$ cat src/design/mkgd_pkg.sv
`timescale 1ns / 1ps
// ----------------------------------------------------------------------------
// Keypad gesture detector package
// Key code table, decoder, event and register codes.
// ----------------------------------------------------------------------------
package mkgd_pkg;

  typedef logic [4:0] key_t;
  typedef logic [1:0] event_kind_t;
  typedef logic [7:0] ticks_t;

  localparam event_kind_t EV_NONE   = 2'd0;
  localparam event_kind_t EV_SINGLE = 2'd1;
  localparam event_kind_t EV_DOUBLE = 2'd2;
  localparam event_kind_t EV_LONG   = 2'd3;

  localparam logic CFG_LONG_PRESS = 1'b0;
  localparam logic CFG_CLICK_GAP  = 1'b1;

  localparam ticks_t LONG_PRESS_RESET = 8'd100;
  localparam ticks_t CLICK_GAP_RESET  = 8'd10;

  localparam int unsigned NUM_KEYS = 16;

  localparam logic [7:0] KEY_CODES [NUM_KEYS] = '{
    8'hee, 8'hde, 8'hbe, 8'h7e,
    8'hed, 8'hdd, 8'hbd, 8'h7d,
    8'heb, 8'hdb, 8'hbb, 8'h7b,
    8'he7, 8'hd7, 8'hb7, 8'h77
  };

  // Returns the key number 1..16 for a matrix code, 0 for no key or no match.
  function automatic key_t decode_key(input logic [7:0] code);
    key_t k;
    k = '0;
    if (code[3:0] != 4'hf) begin
      for (int i = 0; i < NUM_KEYS; i++) begin
        if (KEY_CODES[i] == code) begin
          k = key_t'(i + 1);
        end
      end
    end
    return k;
  endfunction

endpackage

$ cat src/design/matrix_keypad_gesture_detector_top.sv
`timescale 1ns / 1ps
// ----------------------------------------------------------------------------
// Matrix keypad gesture detector
// Decodes 4x4 keypad scans into single click, double click and long press.
// ----------------------------------------------------------------------------
// Each input beat is either a scan tick (in_func = 0) carrying the active-low
// matrix code, or a read (in_func = 1) that returns the highest-priority
// pending event (single, then double, then long) with its key and clears it.
// Scans return nothing. Beats land in an input register and pass from there
// into the gesture state and the result register, so the block takes one beat
// per cycle unless a read stalls; a read only stalls while the result register
// still holds a beat the consumer has not taken. A read result goes through the
// input register and then the result register. The user writes hold and gap tick
// counts through the cfg_ port while the block is idle; the block does not enforce it.
module matrix_keypad_gesture_detector_top (
  input  logic                clk,
  input  logic                rst_n,
  input  logic                in_valid,
  output logic                in_ready,
  input  logic                in_func,
  input  logic [7:0]          in_scan_code,
  output logic                out_valid,
  input  logic                out_ready,
  output mkgd_pkg::event_kind_t out_event_kind,
  output mkgd_pkg::key_t      out_key_number,
  input  logic                cfg_wr_en,
  input  logic                cfg_index,
  input  logic [7:0]          cfg_wdata
);
  import mkgd_pkg::*;

  ticks_t long_ticks_r, gap_ticks_r;

  logic       in_valid_r;
  logic       func_r;
  logic [7:0] code_r;

  key_t   cur_key_r, rel_key_r;
  ticks_t rel_cnt_r, hold_cnt_r, rel_before_r;
  logic   single_r, double_r, long_r, in_dbl_r, long_ok_r;

  key_t   cur_key_nxt, rel_key_nxt;
  ticks_t rel_cnt_nxt, hold_cnt_nxt, rel_before_nxt;
  logic   single_nxt, double_nxt, long_nxt, in_dbl_nxt, long_ok_nxt;

  logic        out_valid_r;
  event_kind_t kind_r, kind_nxt;
  key_t        key_r, key_nxt;

  logic out_free, stage_go, do_scan, do_read;
  key_t new_key;

  assign out_free = !out_valid_r || out_ready;
  assign stage_go = !func_r || out_free;
  assign in_ready = !in_valid_r || stage_go;
  assign do_scan  = in_valid_r && !func_r;
  assign do_read  = in_valid_r && func_r && out_free;
  assign new_key  = decode_key(code_r);

  always_comb begin
    cur_key_nxt    = cur_key_r;
    rel_key_nxt    = rel_key_r;
    rel_cnt_nxt    = rel_cnt_r;
    hold_cnt_nxt   = hold_cnt_r;
    rel_before_nxt = rel_before_r;
    single_nxt     = single_r;
    double_nxt     = double_r;
    long_nxt       = long_r;
    in_dbl_nxt     = in_dbl_r;
    long_ok_nxt    = long_ok_r;
    kind_nxt       = EV_NONE;
    key_nxt        = '0;

    if (do_scan) begin
      // The key held before this tick is cur_key_r itself.
      cur_key_nxt  = new_key;
      if (cur_key_r == new_key) begin
        if (new_key == '0) begin
          // Released: count down the gap, then a single click unless long or double.
          if (rel_cnt_r == '0) begin
            if (hold_cnt_r == '0 || in_dbl_r) begin
              rel_before_nxt = '0;
            end else if (rel_before_r == 8'd1) begin
              single_nxt     = 1'b1;
              rel_before_nxt = '0;
            end
          end else begin
            rel_before_nxt = rel_cnt_r;
            rel_cnt_nxt    = rel_cnt_r - 8'd1;
          end
        end else if (hold_cnt_r == '0) begin
          long_nxt = 1'b1;
        end else begin
          hold_cnt_nxt = hold_cnt_r - 8'd1;
        end
      end else if (new_key == '0) begin
        rel_key_nxt = cur_key_r;
        rel_cnt_nxt = gap_ticks_r;
      end else begin
        in_dbl_nxt   = 1'b0;
        long_ok_nxt  = 1'b1;
        hold_cnt_nxt = long_ticks_r;
        // Press in the gap of a short press: other key single, same key double once.
        if (hold_cnt_r != '0 && rel_cnt_r != '0) begin
          if (new_key == rel_key_r) begin
            if (!in_dbl_r) begin
              in_dbl_nxt = 1'b1;
              double_nxt = 1'b1;
            end
          end else begin
            single_nxt = 1'b1;
          end
        end
      end
    end

    if (do_read) begin
      if (single_r) begin
        single_nxt = 1'b0;
        kind_nxt   = EV_SINGLE;
        key_nxt    = rel_key_r;
      end else if (double_r) begin
        double_nxt = 1'b0;
        kind_nxt   = EV_DOUBLE;
        key_nxt    = rel_key_r;
      end else if (long_r) begin
        long_nxt = 1'b0;
        if (long_ok_r) begin
          kind_nxt    = EV_LONG;
          key_nxt     = cur_key_r;
          long_ok_nxt = 1'b0;
        end
      end
    end
  end

  always_ff @(posedge clk) begin
    if (!rst_n) begin
      long_ticks_r <= LONG_PRESS_RESET;
      gap_ticks_r  <= CLICK_GAP_RESET;
      in_valid_r   <= 1'b0;
      out_valid_r  <= 1'b0;
      cur_key_r    <= '0;
      rel_key_r    <= '0;
      rel_cnt_r    <= '0;
      hold_cnt_r   <= '0;
      rel_before_r <= '0;
      single_r     <= 1'b0;
      double_r     <= 1'b0;
      long_r       <= 1'b0;
      in_dbl_r     <= 1'b0;
      long_ok_r    <= 1'b0;
    end else begin
      if (cfg_wr_en) begin
        case (cfg_index)
          CFG_LONG_PRESS: long_ticks_r <= cfg_wdata;
          CFG_CLICK_GAP:  gap_ticks_r  <= cfg_wdata;
          default: ;
        endcase
      end
      if (in_ready) begin
        in_valid_r <= in_valid;
      end
      if (do_read) begin
        out_valid_r <= 1'b1;
      end else if (out_ready) begin
        out_valid_r <= 1'b0;
      end
      cur_key_r    <= cur_key_nxt;
      rel_key_r    <= rel_key_nxt;
      rel_cnt_r    <= rel_cnt_nxt;
      hold_cnt_r   <= hold_cnt_nxt;
      rel_before_r <= rel_before_nxt;
      single_r     <= single_nxt;
      double_r     <= double_nxt;
      long_r       <= long_nxt;
      in_dbl_r     <= in_dbl_nxt;
      long_ok_r    <= long_ok_nxt;
    end
  end

  // Payload registers carry no reset.
  always_ff @(posedge clk) begin
    if (in_ready && in_valid) begin
      func_r <= in_func;
      code_r <= in_scan_code;
    end
    if (do_read) begin
      kind_r <= kind_nxt;
      key_r  <= key_nxt;
    end
  end

  assign out_valid      = out_valid_r;
  assign out_event_kind = kind_r;
  assign out_key_number = key_r;

endmodule

$ cat config.mk
export PLATFORM = sky130hd
export DESIGN_NAME = matrix_keypad_gesture_detector_top
export DESIGN_NICKNAME = d
export VERILOG_FILES = /design/src/design/mkgd_pkg.sv /design/src/design/matrix_keypad_gesture_detector_top.sv
export SDC_FILE = /design/constraint.sdc
export NUM_CORES = 1
export LEC_CHECK = 0
export ABC_AREA = 1
export BUFFER_PORTS_ARGS = -buffer_cell sky130_fd_sc_hd__buf_2
export CAP_MARGIN = 15
export CORE_MARGIN = 1
export CORE_UTILIZATION = 40
export DETAILED_ROUTE_END_ITERATION = 6
export GPL_ROUTABILITY_DRIVEN = 0
export MAX_ROUTING_LAYER = met4
export PLACE_DENSITY = 0.61
export SLEW_MARGIN = 0
export SYNTH_ARGS = -nofsm -noshare
export SYNTH_HDL_FRONTEND = slang
export SYNTH_SLANG_ARGS = --single-unit
export TNS_END_PERCENT = 1
$ cat constraint.sdc
create_clock -name clk -period 2.5 [get_ports clk]
set_input_delay 0.375 -clock clk [delete_from_list [all_inputs] [get_ports clk]]
set_output_delay 0.375 -clock clk [all_outputs]
set_load 0.05 [all_outputs]
# Yosys cells after proc, flatten, opt, wreduce, memory -nomap -nowiden
# Cells that the tools add are included.
[op_classes] n_reduce_logical=25 bitwise_logic=3 eq_ne=23 n_mux=76 n_addsub=2
[op_table] operator="$mux 5" count=20
[op_table] operator="$eq 8x8->1 const A" count=12
[op_table] operator="$mux 8" count=11
[op_table] operator="$mux 1" count=42
[op_table] operator="$eq 7x8->1 const A" count=4
[op_table] operator="$logic_not 8->1" count=2
[op_table] operator="$reduce_bool 8->1" count=2
[op_table] operator="$sub 8x1->8 const B" count=2
[op_table] operator="$reduce_and 3->1" count=4
[op_table] operator="$eq 5x5->1" count=2
[op_table] operator="$eq 8x1->1 const B" count=1
[op_table] operator="$mux 2" count=3
[op_table] operator="$logic_and 1x1->1" count=5
[op_table] operator="$logic_not 5->1" count=1
[op_table] operator="$logic_or 1x1->1" count=4
[op_table] operator="$ne 2x2->1 const B" count=2
[op_table] operator="$ne 4x4->1 const B" count=1
[op_table] operator="$reduce_and 2->1" count=2
[op_table] operator="$reduce_and 4->1" count=1
[op_table] operator="$logic_not 1->1" count=3
[op_table] operator="$ne 3x1->1 const B" count=1
[op_table] operator="$not 1->1" count=3
[op_table] operator="$reduce_bool 2->1" count=1
[word_totals] wordCells=147 out_inout_bits=9 regBits=73 inputBits=23

# Longest topological paths before layout
[depth] depth_word=27 ltp_mapped=17 mapped_depth_nobuf=16

# Worst setup path before layout
# No wires, ideal clock.
[synth_path] path_kind="register -> register" startpoint="register code_r[5]" endpoint="register rel_cnt_r[5]" n_path_buf=1 path_slack_ps=492 period_less_slack_ps=2008 arrival_time_ps=1896 path_stages_with_launch=16 required_time_ps=2387 setup_ps=113 path_cell_list="edfxtp_1 nand2_1 nor2_1 nand2_1 nand2_2 nor2_8 nand2_2 nand2_1 nand3_4 nor2_4 nand4_4 o21ai_4 buf_6 nand2_1 nand2_1 nor2_1"
[synth_via] elab_chain_cells=21 word_cells_on_any_way=38 classes_between="eq/ne: 18; mux: 18; reduce/logical: 2"
[synth_lines] element="start, declared" line="matrix_keypad_gesture_detector_top.sv:36" rtl="logic [7:0] code_r;"
[synth_lines] element="start signal, assigned" line="matrix_keypad_gesture_detector_top.sv:186" rtl="code_r <= in_scan_code;"
[synth_lines] element="$eq 8x8->1" line="mkgd_pkg.sv:38" rtl="if (KEY_CODES[i] == code) begin"
[synth_lines] element="$mux 1" line="mkgd_pkg.sv:38"
[synth_lines] element="$mux 5 (14 in series)" line="mkgd_pkg.sv:38"
[synth_lines] element="$mux 5 (*)" line="mkgd_pkg.sv:38"
[synth_lines] element="$mux 5 (*)" line="mkgd_pkg.sv:36" rtl="if (code[3:0] != 4'hf) begin"
[synth_lines] element="$eq 5x5->1" line="matrix_keypad_gesture_detector_top.sv:77" rtl="if (cur_key_r == new_key) begin"
[synth_lines] element="$ne 2x2->1 (no source line)"
[synth_lines] element="$reduce_and 3->1 (no source line)"
[synth_lines] element="end signal, assigned" line="matrix_keypad_gesture_detector_top.sv:171" rtl="rel_cnt_r <= rel_cnt_nxt;"
[synth_lines] element="end, declared" line="matrix_keypad_gesture_detector_top.sv:39" rtl="ticks_t rel_cnt_r, hold_cnt_r, rel_before_r;"
# Every way passes the cells marked *; elsewhere a longest branch is shown, timed or not.
# A chain may end at the register's enable or synchronous reset.

# Worst setup path in the final report
[layout_path] startpoint="register code_r[5]" endpoint="register hold_cnt_r[4]"
[layout_via] elab_chain_cells=21 word_cells_on_any_way=39 classes_between="eq/ne: 18; mux: 18; bitwise: 1; reduce/logical: 2"
[layout_lines] element="$eq 8x8->1" line="mkgd_pkg.sv:38"
[layout_lines] element="$mux 1" line="mkgd_pkg.sv:38"
[layout_lines] element="$mux 5 (14 in series)" line="mkgd_pkg.sv:38"
[layout_lines] element="$mux 5 (*)" line="mkgd_pkg.sv:38"
[layout_lines] element="$mux 5 (*)" line="mkgd_pkg.sv:36"
[layout_lines] element="$eq 5x5->1 / $logic_not 5->1 (equally long branches)" line="matrix_keypad_gesture_detector_top.sv:77, matrix_keypad_gesture_detector_top.sv:78, matrix_keypad_gesture_detector_top.sv:96"
[layout_lines] element="$ne 2x2->1 (no source line) / $not 1->1 (equally long branches)"
[layout_lines] element="$reduce_and 3->1 (no source line)"
[layout_lines] element="end signal, assigned" line="matrix_keypad_gesture_detector_top.sv:172" rtl="hold_cnt_r <= hold_cnt_nxt;"
[layout_lines] element="end, declared" line="matrix_keypad_gesture_detector_top.sv:39"
# Marked as above.

==> out/results.txt <==
The port buffer count came out at 31. The arithmetic-cell share of the synthesized area counting full adders, half adders and majority gates is 0.00981. IR analysis of the VDD net gives a maximum drop of 312 uV. TritonCTS created 9 clock buffers. Entering global routing, the biggest net connects 29 pins. The routed design has 7950 um of wire. Timing would allow up to 439 MHz. The tools report the number of routed nets with antenna violations as 0. The multiplexer area fraction after synthesis was 0; the total power per unit cell area was 628 mW/mm^2. Measured along the y axis, the die boundary spans 99.8 um. The post-synthesis sequential area ratio was 0.424. The region available for standard cell placement spans 0.00924 mm^2. Summing every instance area after synthesis gives 0.00383 mm^2.

The Yosys step of the flow raised 0 warnings. The tools report the number of global-route vias before repair as 2,930. The complex-gate fraction of the synthesized area was 0.114.

The class of the tightest hold or removal check is input pin to flop. The effective utilization at floorplan was 0.414. The clock reaches the later pin of the worst-skew pair after 0.34 ns. For the hold violation count in the final report, the log shows 0. The first routing iteration left 131 violations.

The first global-routing pass estimated 13,800 um of wire. Counting the fill cells in the layout gives 923. Buffers inserted to repair hold after CTS numbered 0.

Clock tree synthesis found a total of 73 sinks. The xor/xnor share of the synthesized area was 0.0366. STA classifies the critical path endpoint as a flop. Setup repair after global routing left no endpoint under its margin. In the final design database the tool counted 586 nets.

The flow ran to the end, and the final reports show no timing, DRC or antenna violations. The dominant combinational cell family by area after synthesis is simple AND/OR/NAND/NOR gates. The worst setup path is of the flop to flop kind. Before antenna repair, the detailed router went through 4 iterations. The static leakage was 2.05 nW; the number of core rows was 35. Synthesis inferred 73 register bits. Using the TritonRoute via totals, the vias-per-cell ratio works out to 4.69. Largest fanout on the critical path: 28.

In the final layout, flip-flops and latches occupy 0.00162 mm^2. The clock transition time at the flip-flop clock pins of the worst setup and hold paths is 0.07 ns. The final worst-path cycle share is 0.912, and the share of synthesized flip-flops with an asynchronous set or reset is 0. Synthesis produced a netlist with a net count of 549. The initial antenna violation count came out at 0.

For the worst setup path, the data required time is 2.74 ns. The die covers 0.00996 mm^2. The post-detailed-placement half-perimeter wirelength is 5860 um, and the relative slew slack is 0.529.

Yosys mapped a number of flops with a built-in enable equal to 16. Root cell of the clock tree: sky130_fd_sc_hd__clkbuf_8. Dividing the detail-routed wire length by the instance count gives 11.5 um. The logs give 523 for the instance count of the mapped netlist and 41 for the number of library cell types mapped by synthesis. The multi-input combinational cells in the finished layout cover a total of 0.00191 mm^2. The max-slew violation count came out at 0. The final-layout setup total negative slack was 0 ns; the total via count in the routed design was 3,257. The sum of overflow across all layers after global routing was 0; the count of final setup violators was 0. The tool flagged a number of max-cap violations equal to 0. The die outline width came out at 99.8 um.

Overall routing resource usage: 0.179. The H-tree depth reported by CTS came out at 3. Summing internal, switching and leakage power gives 2.75 mW.

The longest clock path from root to sink contains 2 buffers. The data arrival time at the worst-slack endpoint was 2.52 ns; the number of remaining DRC errors was 0. The final core utilization is 0.473, and the synthesis-to-finish area growth is 14.2%.

Dividing the synthesized area by the synthesized cell count gives 7.32 um^2. For this design the top-level I/O count stands at 32. The commonest register cell after synthesis was sky130_fd_sc_hd__dfxtp_1. The post-route minimum period was 2.28 ns. Across the routed clock network, the largest skew measured is 0.00784 ns. The number of antenna diodes in the final layout is 0.

At the pin with the least slew margin, the transition time is 0.704 ns. Share of post-route cells with drive strength above 1: 0.168. STA classifies the critical path startpoint as a flop.

The simple-gate share of the synthesized area is 0.336. TritonCTS built the clock tree.
## final cells by class
cell class                 instances  area share
inverter                          68      0.0587
sequential                        73       0.371
clock inverter                     4      0.0112
timing repair buffer              36      0.0478
tap                              129      0.0369
clock buffer                      12      0.0381
multi-input combinational        372       0.436
## routing by layer
| metal | global-route usage | share of wire | vias to the layer above |
|---|---|---|---|
| met5 | - | 0 | - |
| met3 | 0.0272 | 0.036 | 9 |
| met1 | 0.249 | 0.51 | 1466 |
| li1 | - | - | 1732 |
| met4 | 0.0588 | 0.012 | 0 |
| met2 | 0.265 | 0.44 | 50 |
## sequential cells by signal, indices dropped and copies added, names as in the netlist
name and flops:
long_r 1, long_ok_r 1, rel_before_r 8, gap_ticks_r 8, code_r 8, in_dbl_r 1, rel_key_r 5, single_r 1
rel_cnt_r 8, in_valid_r 1, long_ticks_r 8, hold_cnt_r 8, double_r 1, cur_key_r 5, out_valid 1, out_event_kind 2
out_key_number 5, func_r 1
## layout by cell type (no fill, tap or decap), types with 4 or more instances in the layout
cell / n
sky130_fd_sc_hd__dfxtp_1: 57
sky130_fd_sc_hd__o21ai_1: 5
sky130_fd_sc_hd__o21ai_0: 31
sky130_fd_sc_hd__o22ai_1: 4
sky130_fd_sc_hd__nand3_1: 12
sky130_fd_sc_hd__nor2_4: 5
sky130_fd_sc_hd__o21bai_1: 8
sky130_fd_sc_hd__inv_1: 63
sky130_fd_sc_hd__nor2_2: 6
sky130_fd_sc_hd__xor2_1: 13
sky130_fd_sc_hd__buf_2: 31
sky130_fd_sc_hd__nand2_2: 14
sky130_fd_sc_hd__inv_2: 4
sky130_fd_sc_hd__nand3_2: 4
sky130_fd_sc_hd__clkbuf_8: 10
sky130_fd_sc_hd__nand4_1: 9
sky130_fd_sc_hd__nor2_1: 100
sky130_fd_sc_hd__a21oi_1: 19
sky130_fd_sc_hd__nand2_1: 115
sky130_fd_sc_hd__edfxtp_1: 16
## repair_timing
item,CTS,global route
setup endpoints to repair,0,21
gates resized for setup,0,4
endpoints found under the hold margin,0,0
setup buffers,0,1
## kinds of logic (layout without fill, tap and decap cells)
| group | after synthesis | after routing |
|---|---|---|
| DFF | 73 | 73 |
| AOI/OAI and AO/OA | 75 | 75 |
| buffers and inverters | 78 | 120 |
| adders and majority gates | 3 | 3 |
| xor gates and xnor gates | 16 | 16 |
| and+or+nand+nor | 278 | 278 |
## where the power goes
part	switching [mW]	internal, mW
clock network	0.446	0.548
registers	0.0367	1.26
logic	0.293	0.161
total	0.775	1.97
## metrics by stage
step	cells	cell area, um^2	setup WS [ns]	hold WS (ns)
3_5_place_dp	677	4120	0.0839	0.454
3_3_place_gp	677	4120	0.167	0.449
2_1_floorplan	523	3830	0.492	0.429
6_report	694	4370	0.220	0.209
4_1_cts	693	4340	0.0747	0.194
5_1_grt	694	4370	0.0156	0.194
## path summary, 6_finish.rpt
path / start / to / slack, ns / cells past startpoint
hold reg to reg: long_ticks_r[7]$_SDFFE_PN0P_ / long_ticks_r[7]$_SDFFE_PN0P_ / 0.47 / 2
setup / recovery: code_r[5]$_DFFE_PP_ / hold_cnt_r[4]$_SDFFE_PN0P_ / 0.22 / 13
hold / removal: in_func / func_r$_DFFE_PP_ / 0.21 / 1
setup reg to reg: code_r[5]$_DFFE_PP_ / hold_cnt_r[4]$_SDFFE_PN0P_ / 0.22 / 13
## Yosys cell counts, types with 5 or more instances
cell type | count | share of area
sky130_fd_sc_hd__a21oi_1 | 19 | 0.025
sky130_fd_sc_hd__clkbuf_1 | 5 | 0.0049
sky130_fd_sc_hd__dfxtp_1 | 57 | 0.30
sky130_fd_sc_hd__edfxtp_1 | 16 | 0.13
sky130_fd_sc_hd__inv_1 | 63 | 0.062
sky130_fd_sc_hd__nand2_1 | 115 | 0.11
sky130_fd_sc_hd__nand2_2 | 14 | 0.023
sky130_fd_sc_hd__nand3_1 | 12 | 0.016
sky130_fd_sc_hd__nand4_1 | 9 | 0.015
sky130_fd_sc_hd__nor2_1 | 102 | 0.10
sky130_fd_sc_hd__nor2_2 | 5 | 0.0082
sky130_fd_sc_hd__o21ai_0 | 31 | 0.041
sky130_fd_sc_hd__o21ai_1 | 5 | 0.0065
sky130_fd_sc_hd__o21bai_1 | 8 | 0.016
sky130_fd_sc_hd__xor2_1 | 13 | 0.030
## critical path, cell delays in order, from the launching register on
cell                        delay [ns]
sky130_fd_sc_hd__edfxtp_1         0.40
sky130_fd_sc_hd__nand2_1          0.17
sky130_fd_sc_hd__nor2_4           0.08
sky130_fd_sc_hd__o2bb2ai_1        0.21
sky130_fd_sc_hd__nand3_1          0.12
sky130_fd_sc_hd__nor2_2           0.20
sky130_fd_sc_hd__nand3_2          0.21
sky130_fd_sc_hd__nand4_4          0.23
sky130_fd_sc_hd__buf_6            0.23
sky130_fd_sc_hd__nand2_1          0.08
sky130_fd_sc_hd__nand2_1          0.08
sky130_fd_sc_hd__nand2_1          0.05
sky130_fd_sc_hd__nand2_1          0.06
sky130_fd_sc_hd__nor2_1           0.04
No activity file was read; power rests on OpenSTA's default activity.
